File: src/rtl/core/pfdc_pkg.sv
// Shared constants and codes for the PWM frequency and duty capture block.
package pfdc_pkg;

    localparam int COUNTER_BITS_DEF = 16;
    localparam int STAMP_W          = 16;
    localparam int TICKS_W          = 16;
    localparam int CLOCK_W          = 27;
    localparam int FREQ_W           = 27;
    localparam int DUTY_W           = 17;
    localparam int DUTY_SHIFT       = 16;

    localparam logic [CLOCK_W-1:0] CLOCK_HZ_RST = CLOCK_W'(80000000);

    localparam logic [1:0] PH_RISE = 2'd0;
    localparam logic [1:0] PH_FALL = 2'd1;
    localparam logic [1:0] PH_NEXT = 2'd2;

endpackage

File: src/rtl/core/pfdc_cap_if.sv
// Capture-stamp channel and measurement-result channel interfaces.
interface pfdc_cap_if
    import pfdc_pkg::*;
();
    logic               valid;
    logic               ready;
    logic [STAMP_W-1:0] capture_stamp;

    modport source (output valid, output capture_stamp, input ready);
    modport sink   (input valid, input capture_stamp, output ready);
endinterface

interface pfdc_meas_if
    import pfdc_pkg::*;
();
    logic               valid;
    logic               ready;
    logic               arm_falling_edge;
    logic               measurement_done;
    logic [TICKS_W-1:0] high_ticks;
    logic [TICKS_W-1:0] low_ticks;
    logic [FREQ_W-1:0]  frequency_hz;
    logic [DUTY_W-1:0]  duty_fraction;

    modport source (output valid, output arm_falling_edge, output measurement_done,
                    output high_ticks, output low_ticks, output frequency_hz,
                    output duty_fraction, input ready);
    modport sink   (input valid, input arm_falling_edge, input measurement_done,
                    input high_ticks, input low_ticks, input frequency_hz,
                    input duty_fraction, output ready);
endinterface

File: src/rtl/core/pfdc_div.sv
// Radix-2 restoring divider, one quotient bit per cycle.
module pfdc_div
    import pfdc_pkg::*;
#(
    parameter int DW = 32,
    parameter int VW = 17
) (
    input  logic          i_clk,
    input  logic          i_rst_n,
    input  logic          i_start,
    input  logic [DW-1:0] i_dividend,
    input  logic [VW-1:0] i_divisor,
    output logic          o_done,
    output logic [DW-1:0] o_quotient
);

    localparam int CW = (DW > 1) ? $clog2(DW) : 1;
    localparam logic [CW-1:0] LAST = CW'(DW - 1);

    logic          r_busy, n_busy;
    logic          r_done, n_done;
    logic [CW-1:0] r_cnt, n_cnt;
    logic [VW-1:0] r_rem, n_rem;
    logic [DW-1:0] r_quo, n_quo;

    logic [VW:0] rem_sh;
    logic [VW:0] diff;
    logic        ge;

    assign rem_sh = {r_rem, r_quo[DW-1]};
    assign diff   = rem_sh - {1'b0, i_divisor};
    assign ge     = rem_sh >= {1'b0, i_divisor};

    always_comb begin
        n_busy = r_busy;
        n_done = 1'b0;
        n_cnt  = r_cnt;
        n_rem  = r_rem;
        n_quo  = r_quo;
        if (i_start) begin
            n_busy = 1'b1;
            n_cnt  = '0;
            n_rem  = '0;
            n_quo  = i_dividend;
        end else if (r_busy) begin
            n_rem = ge ? diff[VW-1:0] : rem_sh[VW-1:0];
            n_quo = {r_quo[DW-2:0], ge};
            n_cnt = r_cnt + CW'(1);
            if (r_cnt == LAST) begin
                n_busy = 1'b0;
                n_done = 1'b1;
            end
        end
    end

    always_ff @(posedge i_clk) begin
        if (!i_rst_n) begin
            r_busy <= 1'b0;
            r_done <= 1'b0;
            r_cnt  <= '0;
        end else begin
            r_busy <= n_busy;
            r_done <= n_done;
            r_cnt  <= n_cnt;
        end
        r_rem <= n_rem;
        r_quo <= n_quo;
    end

    assign o_done     = r_done;
    assign o_quotient = r_quo;

endmodule

File: src/rtl/core/pwm_frequency_duty_capture.sv
// PWM frequency and duty capture: top level with edge sequencer and shared divider.
//
// Feed one timer capture stamp per input edge: rising, falling, then the next rising.
// The first two words go straight to the output with the edge to arm next.
// The third word yields high/low ticks, frequency = clock_hz / period and duty as
// floor(high * 65536 / period) in Q1.16; both quotients come from one restoring
// divider run back to back, one bit per cycle. Input ready is low while a word is
// in work; one finished result may wait in the output register.
module pwm_frequency_duty_capture
    import pfdc_pkg::*;
#(
    parameter int COUNTER_BITS = COUNTER_BITS_DEF
) (
    input  logic               i_clk,
    input  logic               i_rst_n,
    input  logic               i_cfg_wr_en,
    input  logic [CLOCK_W-1:0] i_cfg_wr_data,
    pfdc_cap_if.sink           i_cap,
    pfdc_meas_if.source        o_meas
);

    localparam int CB = COUNTER_BITS;
    localparam int SW = (CB < STAMP_W) ? CB : STAMP_W;
    localparam int PW = CB + 1;
    localparam int XW = (CB > TICKS_W) ? CB : TICKS_W;
    localparam int DW = (CLOCK_W > CB + DUTY_SHIFT) ? CLOCK_W : CB + DUTY_SHIFT;
    localparam logic [CB-1:0] MAXV = {CB{1'b1}};

    localparam logic [2:0] ST_IDLE    = 3'd0;
    localparam logic [2:0] ST_FREQ_GO = 3'd1;
    localparam logic [2:0] ST_FREQ    = 3'd2;
    localparam logic [2:0] ST_DUTY_GO = 3'd3;
    localparam logic [2:0] ST_DUTY    = 3'd4;
    localparam logic [2:0] ST_PUSH    = 3'd5;

    logic [2:0]         r_state, n_state;
    logic [1:0]         r_phase, n_phase;
    logic [CLOCK_W-1:0] r_clock_hz;
    logic [SW-1:0]      r_rise, r_fall;
    logic [CB-1:0]      r_hi, r_lo;
    logic [PW-1:0]      r_period;
    logic               r_arm, r_done;
    logic [FREQ_W-1:0]  r_freq;
    logic [DUTY_W-1:0]  r_duty;

    logic               r_out_valid;
    logic               r_o_arm, r_o_done;
    logic [TICKS_W-1:0] r_o_hi, r_o_lo;
    logic [FREQ_W-1:0]  r_o_freq;
    logic [DUTY_W-1:0]  r_o_duty;

    logic [SW-1:0] stamp;
    logic [CB-1:0] rise_x, fall_x, stamp_x, span_hi, span_lo;
    logic          accept, push, out_free;
    logic          div_start, div_done;
    logic [DW-1:0] div_dividend, div_quo;
    logic [XW-1:0] hi_x, lo_x;

    assign stamp   = i_cap.capture_stamp[SW-1:0];
    assign rise_x  = CB'(r_rise);
    assign fall_x  = CB'(r_fall);
    assign stamp_x = CB'(stamp);
    assign span_hi = (fall_x > rise_x) ? fall_x - rise_x : MAXV - rise_x + fall_x;
    assign span_lo = (stamp_x > fall_x) ? stamp_x - fall_x : MAXV - fall_x + stamp_x;

    assign i_cap.ready = (r_state == ST_IDLE);
    assign accept      = i_cap.valid && (r_state == ST_IDLE);
    assign out_free    = !r_out_valid || o_meas.ready;
    assign push        = (r_state == ST_PUSH) && out_free;

    assign div_start    = (r_state == ST_FREQ_GO) || (r_state == ST_DUTY_GO);
    assign div_dividend = (r_state == ST_FREQ_GO) ? DW'(r_clock_hz)
                                                  : DW'({r_hi, {DUTY_SHIFT{1'b0}}});

    pfdc_div #(
        .DW (DW),
        .VW (PW)
    ) u_div (
        .i_clk      (i_clk),
        .i_rst_n    (i_rst_n),
        .i_start    (div_start),
        .i_dividend (div_dividend),
        .i_divisor  (r_period),
        .o_done     (div_done),
        .o_quotient (div_quo)
    );

    always_comb begin
        n_state = r_state;
        n_phase = r_phase;
        case (r_state)
            ST_IDLE: begin
                if (accept) begin
                    case (r_phase)
                        PH_FALL: begin
                            n_phase = PH_NEXT;
                            n_state = ST_PUSH;
                        end
                        PH_NEXT: begin
                            n_phase = PH_RISE;
                            n_state = ST_FREQ_GO;
                        end
                        default: begin
                            n_phase = PH_FALL;
                            n_state = ST_PUSH;
                        end
                    endcase
                end
            end
            ST_FREQ_GO: n_state = ST_FREQ;
            ST_FREQ:    if (div_done) n_state = ST_DUTY_GO;
            ST_DUTY_GO: n_state = ST_DUTY;
            ST_DUTY:    if (div_done) n_state = ST_PUSH;
            ST_PUSH:    if (out_free) n_state = ST_IDLE;
            default:    n_state = ST_IDLE;
        endcase
    end

    always_ff @(posedge i_clk) begin
        if (!i_rst_n) begin
            r_state    <= ST_IDLE;
            r_phase    <= PH_RISE;
            r_clock_hz <= CLOCK_HZ_RST;
            r_rise     <= '0;
            r_fall     <= '0;
        end else begin
            r_state <= n_state;
            r_phase <= n_phase;
            if (i_cfg_wr_en) begin
                r_clock_hz <= i_cfg_wr_data;
            end
            if (accept && (r_phase == PH_FALL)) begin
                r_fall <= stamp;
            end else if (accept && (r_phase != PH_NEXT)) begin
                r_rise <= stamp;
            end
        end
    end

    // pending result word
    always_ff @(posedge i_clk) begin
        if (accept) begin
            r_arm <= (r_phase != PH_FALL) && (r_phase != PH_NEXT);
            if (r_phase == PH_NEXT) begin
                r_done   <= 1'b1;
                r_hi     <= span_hi;
                r_lo     <= span_lo;
                r_period <= PW'(span_hi) + PW'(span_lo);
            end else begin
                r_done <= 1'b0;
                r_hi   <= '0;
                r_lo   <= '0;
                r_freq <= '0;
                r_duty <= '0;
            end
        end
        if ((r_state == ST_FREQ) && div_done) begin
            r_freq <= (r_period == '0) ? '0 : div_quo[FREQ_W-1:0];
        end
        if ((r_state == ST_DUTY) && div_done) begin
            r_duty <= (r_period == '0) ? '0 : div_quo[DUTY_W-1:0];
        end
    end

    assign hi_x = XW'(r_hi);
    assign lo_x = XW'(r_lo);

    // output register
    always_ff @(posedge i_clk) begin
        if (!i_rst_n) begin
            r_out_valid <= 1'b0;
        end else if (push) begin
            r_out_valid <= 1'b1;
        end else if (o_meas.ready) begin
            r_out_valid <= 1'b0;
        end
        if (push) begin
            r_o_arm  <= r_arm;
            r_o_done <= r_done;
            r_o_hi   <= hi_x[TICKS_W-1:0];
            r_o_lo   <= lo_x[TICKS_W-1:0];
            r_o_freq <= r_freq;
            r_o_duty <= r_duty;
        end
    end

    assign o_meas.valid            = r_out_valid;
    assign o_meas.arm_falling_edge = r_o_arm;
    assign o_meas.measurement_done = r_o_done;
    assign o_meas.high_ticks       = r_o_hi;
    assign o_meas.low_ticks        = r_o_lo;
    assign o_meas.frequency_hz     = r_o_freq;
    assign o_meas.duty_fraction    = r_o_duty;

endmodule

File: src/flat_wrapper.sv
// flat-port wrapper written by rule: the top's interface ports become plain ports
module pwm_frequency_duty_capture_flat import pfdc_pkg::*;
#(
    parameter int COUNTER_BITS = COUNTER_BITS_DEF
)
  (i_clk, i_rst_n, i_cfg_wr_en, i_cfg_wr_data, i_cap_valid, i_cap_capture_stamp, i_cap_ready, o_meas_valid, o_meas_arm_falling_edge, o_meas_measurement_done, o_meas_high_ticks, o_meas_low_ticks, o_meas_frequency_hz, o_meas_duty_fraction, o_meas_ready);
  pfdc_cap_if i_cap_i ();
  pfdc_meas_if o_meas_i ();
  input  logic i_clk;
  input  logic i_rst_n;
  input  logic i_cfg_wr_en;
  input  logic [CLOCK_W-1:0] i_cfg_wr_data;
  input wire logic [$bits(i_cap_i.valid)-1:0] i_cap_valid;
  input wire logic [$bits(i_cap_i.capture_stamp)-1:0] i_cap_capture_stamp;
  output wire logic [$bits(i_cap_i.ready)-1:0] i_cap_ready;
  output wire logic [$bits(o_meas_i.valid)-1:0] o_meas_valid;
  output wire logic [$bits(o_meas_i.arm_falling_edge)-1:0] o_meas_arm_falling_edge;
  output wire logic [$bits(o_meas_i.measurement_done)-1:0] o_meas_measurement_done;
  output wire logic [$bits(o_meas_i.high_ticks)-1:0] o_meas_high_ticks;
  output wire logic [$bits(o_meas_i.low_ticks)-1:0] o_meas_low_ticks;
  output wire logic [$bits(o_meas_i.frequency_hz)-1:0] o_meas_frequency_hz;
  output wire logic [$bits(o_meas_i.duty_fraction)-1:0] o_meas_duty_fraction;
  input wire logic [$bits(o_meas_i.ready)-1:0] o_meas_ready;
  assign i_cap_i.valid = i_cap_valid;
  assign i_cap_i.capture_stamp = i_cap_capture_stamp;
  assign i_cap_ready = i_cap_i.ready;
  assign o_meas_valid = o_meas_i.valid;
  assign o_meas_arm_falling_edge = o_meas_i.arm_falling_edge;
  assign o_meas_measurement_done = o_meas_i.measurement_done;
  assign o_meas_high_ticks = o_meas_i.high_ticks;
  assign o_meas_low_ticks = o_meas_i.low_ticks;
  assign o_meas_frequency_hz = o_meas_i.frequency_hz;
  assign o_meas_duty_fraction = o_meas_i.duty_fraction;
  assign o_meas_i.ready = o_meas_ready;
  pwm_frequency_duty_capture #(.COUNTER_BITS(COUNTER_BITS)) u_core (.i_clk(i_clk), .i_rst_n(i_rst_n), .i_cfg_wr_en(i_cfg_wr_en), .i_cfg_wr_data(i_cfg_wr_data), .i_cap(i_cap_i), .o_meas(o_meas_i));
endmodule
File: config.mk
export PLATFORM = sky130hd
export DESIGN_NAME = pwm_frequency_duty_capture_flat
export DESIGN_NICKNAME = d
export VERILOG_FILES = /design/src/rtl/core/pfdc_pkg.sv /design/src/rtl/core/pfdc_cap_if.sv /design/src/rtl/core/pfdc_div.sv /design/src/rtl/core/pwm_frequency_duty_capture.sv /design/src/flat_wrapper.sv
export SDC_FILE = /design/constraint.sdc
export NUM_CORES = 1
export LEC_CHECK = 0
export BUFFER_PORTS_ARGS = -buffer_cell sky130_fd_sc_hd__buf_2
export CORE_ASPECT_RATIO = 2
export CORE_MARGIN = 2
export CORE_UTILIZATION = 35
export CTS_CLUSTER_DIAMETER = 80
export DETAILED_ROUTE_END_ITERATION = 7
export PLACE_DENSITY = 0.52
export SLEW_MARGIN = 20
export SYNTH_ARGS = -nofsm -noshare
export SYNTH_HDL_FRONTEND = slang
export SYNTH_HIERARCHICAL = 1
export SYNTH_SLANG_ARGS = --single-unit
File: constraint.sdc
create_clock -name i_clk -period 4.5 [get_ports i_clk]
set_input_delay 0.225 -clock i_clk [delete_from_list [all_inputs] [get_ports i_clk]]
set_output_delay 0.225 -clock i_clk [all_outputs]
set_load 0.02 [all_outputs]
==> insert_results.sql <==
INSERT INTO impl_metrics (metric_group, metric, value, unit) VALUES
('floorplan', 'chipWidth', '149.7', 'µm'),
('floorplan', 'die_area', '44200', 'µm²'),
('layout', 'multi_input_area', '6476', 'µm²'),
('worst_setup_path', 'critical_path.n_buffers_inverters', '5', ''),
('pwr', 'p_leak', '7.260', 'nW'),
('synth', 'edff_count_synth', '205', ''),
('layout', 'fillCellCount', '4069', ''),
('routing', 'via_per_inst', '4.956', ''),
('routing', 'vias', '10670', ''),
('pwr', 'power.ir.vdd_worst', '307.1', 'µV'),
('synth', 'top_area_cell_type_share_of_the_netlist_area', '41.44', '%'),
('layout', 'drive_above_1_share', '22.89', '%'),
('cts', 'tritoncts', 'done', ''),
('worst_setup_path', 'critPathMaxFanout', '4', ''),
('global_routing', 'grt_busiest_layer', 'met2', ''),
('cts', 'cts-buffers-inserted', '29', ''),
('layout', 'design.final.nets', '1714', ''),
('floorplan', 'floorplan.io_pins', '128', ''),
('floorplan', 'core_region_area', '41910', 'µm²'),
('layout', 'areaGrowthSynthToFinish', '23.50', '%'),
('floorplan', 'initial_core_util', '35.44', '%'),
('pwr', 'power_density', '490.6', 'nW/µm²'),
('synth', 'synth_mux_area_share', '6.949', '%'),
('global_routing', 'grt_overflow_total', '0', ''),
('synth', 'synthesized_area_fraction_occupied_by_ao_oa_aoi_and_oai_cells', '11.46', '%'),
('synth', 'ys_ff_latch', '294', ''),
('synth', 'post_synth_fa_ha_maj_area_fraction', '6.789', '%'),
('timing', 'worst_hold_slack', '0.06027', 'ns'),
('worst_setup_path', 'critical-path-top-cell-by-count', 'sky130_fd_sc_hd__buf_4', ''),
('synth', 'count_of_unique_library_cells_instantiated_by_yosys', '76', ''),
('cts', 'clock_insertion_delay_worst_skew', '0.57', 'ns'),
('timing', 'tightestPinTransition', '0.9562', 'ns'),
('placement', 'detailed_place_hpwl', '30570', 'µm'),
('placement', 'port-buffer-count', '127', ''),
('worst_setup_path', 'start_kind', 'flop', ''),
('worst_setup_path', 'critical_path_class', 'reg2reg', ''),
('worst_setup_path', 'slowest_delay', '0.59', 'ns'),
('cts', 'clock_tree.buffer_depth', '3', ''),
('worst_setup_path', 'cp.required', '4.81', 'ns'),
('worst_setup_path', 'cp_data_arrival_time', '4.60', 'ns'),
('worst_setup_path', 'worstPathCellList', 'buf_4 > ha_1 > nand4_1 > buf_4 > or4_1 > a21boi_4 > buf_4 > mux2i_2 > inv_1 > ha_1 > a21o_1 > a21oi_1 > nand2b_1 > a21boi_1 > o22ai_2 > buf_4 > o31ai_1 > o41ai_1 > xnor2_1', ''),
('global_routing', 'grtUsageMet1', '16.22', '%'),
('cts', 'clk_root_buffer_cell', 'sky130_fd_sc_hd__clkbuf_16', ''),
('synth', 'netlist.top_cell.by_area', 'sky130_fd_sc_hd__edfxtp_1', ''),
('outcome', 'status', 'finished, final reports clean', ''),
('timing', 'fmaxAchievable', '233.5', 'MHz'),
('synth', 'synth_simple_gate_area_share', '14.54', '%'),
('synth', 'synth_top_family_by_area', 'simple AND/OR/NAND/NOR gates', ''),
('synth', 'synthesis.yosys.warnings', '6', ''),
('routing', 'wire_per_inst', '18.60', 'µm'),
('worst_setup_path', 'worstReg2RegStart', 'u_core/fall_x[13]', ''),
('placement', 'placedInstanceArea', '16860', 'µm²'),
('min_path', 'hold_start', 'o_meas_ready', ''),
('global_routing', 'pin_count_of_the_biggest_net_entering_global_routing', '69', ''),
('timing', 'relSlewSlack', '36.25', '%'),
('placement', 'gp_routability_congestion', '0.9162', ''),
('routing', 'final_antenna_net_count', '0', ''),
('worst_setup_path', 'crit_path_top_delay_cell', 'sky130_fd_sc_hd__or4_1', ''),
('floorplan', 'die_h', '295.3', 'µm'),
('timing', 'setup_violations', '0', ''),
('synth', 'yosys.cell_count.top_type', 'sky130_fd_sc_hd__edfxtp_1', ''),
('synth', 'synth_nets', '1448', ''),
('timing', 'clock_period_minus_worst_slack', '4.283', 'ns'),
('pwr', 'p_total', '0.009001', 'W'),
('layout', 'diodes', '0', ''),
('global_routing', 'grt_use_met3', '1.698', '%'),
('timing', 'fin_worst_skew', '0.009494', 'ns'),
('synth', 'yosys-top-cells-area', 'sky130_fd_sc_hd__edfxtp_1 (41%), sky130_fd_sc_hd__dfxtp_1 (12%), sky130_fd_sc_hd__ha_1 (6.0%)', ''),
('synth', 'synthArstFlopShare', '0', '%'),
('synth', 'synth_seq_area_share', '53.44', '%'),
('job', 'max-cap-violations', '0', '');
worst min-delay path: cells and delay by family:
family,cells,cell delay (ns)
AND/OR/NAND/NOR,1,0.10
AO/OA/AOI/OAI,1,0.09
buffers and inverters,2,0.15
layer usage:
layer  wire length (µm)  share of wire, %
met2              24050                60
met5                  0                 0
met4               1532               3.8
met3                998               2.5
met1              13450                34
worst paths after layout:
path	end	slack, ns	cells after the start
hold reg to reg	u_core/o_meas.duty_fraction[9]	0.42	0
hold / removal	u_core/o_meas.valid	0.06	4
setup / recovery	u_core/r_period[13]	0.22	19
setup reg to reg	u_core/r_period[13]	0.22	19
through the flow:
| stage | std cells | util [%] | setup WS, ns | TNS (ns) |
|---|---|---|---|---|
| 6_report | 2152 | 43.77 | 0.2172 | 0 |
| 5_1_grt | 2152 | 43.77 | 0.01548 | 0 |
| 4_1_cts | 2149 | 43.57 | 0.0003260 | 0 |
| 3_5_place_dp | 2052 | 40.22 | -0.07017 | -0.1081 |
| 3_3_place_gp | 2052 | 40.22 | -0.01652 | -0.02512 |
| 2_1_floorplan | 1323 | - | 0.2204 | 0 |
cells by family after synthesis:
family          after synthesis
simple gates                424
flops                       294
compound gates              240
buf+inv                     139
mux                          96
fa+ha+maj                    77
xor+xnor                     53
cell type report:
type                    instances  area share [%]
clock inverters                18           1.139
multi-input cells             890           35.30
clock buffers                  36           4.154
flip-flops and latches        294           43.27
repair buffers                288           10.69
well taps                     540           3.683
inverters                      86           1.760
flip-flops by register name (all words and copies together) (netlist names), 17 cells and up:
signal	flops
u_core/u_div/r_rem	17
u_core/r_freq	27
u_core/o_meas.duty_fraction	17
u_core/o_meas.frequency_hz	27
u_core/r_duty	17
u_core/r_period	17
u_core/r_clock_hz	27
u_core/u_div/o_quotient	32
timing repair:
action | CTS | global route
hold endpoints to repair | 57 | 0
hold buffers | 42 | 0
buffers inserted | 1 | 3
resized for setup | 1 | 19
pin swaps | 1 | 3
endpoints found under the setup margin | 3 | 8
where the power goes:
group / internal (W) / switching, W / leakage [nW]
combinational: 0.00146 / 0.00168 / 4.13
sequential: 0.00324 / 0.000135 / 2.65
clock: 0.00140 / 0.00108 / 0.475
cells in the final DEF (no fill, tap or decap), types with 19 or more instances in the layout:
| master | count |
|---|---|
| sky130_fd_sc_hd__a21boi_0 | 36 |
| sky130_fd_sc_hd__a21o_1 | 19 |
| sky130_fd_sc_hd__a21oi_1 | 53 |
| sky130_fd_sc_hd__and2_1 | 92 |
| sky130_fd_sc_hd__buf_2 | 127 |
| sky130_fd_sc_hd__buf_4 | 118 |
| sky130_fd_sc_hd__clkbuf_16 | 29 |
| sky130_fd_sc_hd__dfxtp_1 | 89 |
| sky130_fd_sc_hd__dlygate4sd3_1 | 42 |
| sky130_fd_sc_hd__edfxtp_1 | 205 |
| sky130_fd_sc_hd__ha_1 | 70 |
| sky130_fd_sc_hd__inv_1 | 85 |
| sky130_fd_sc_hd__mux2_2 | 43 |
| sky130_fd_sc_hd__mux2i_1 | 49 |
| sky130_fd_sc_hd__nand2_1 | 129 |
| sky130_fd_sc_hd__nand3_1 | 21 |
| sky130_fd_sc_hd__nor2_1 | 58 |
| sky130_fd_sc_hd__nor2b_1 | 37 |
| sky130_fd_sc_hd__o21ai_0 | 22 |
| sky130_fd_sc_hd__xnor2_1 | 36 |
Power figures use the tool's default switching activity.
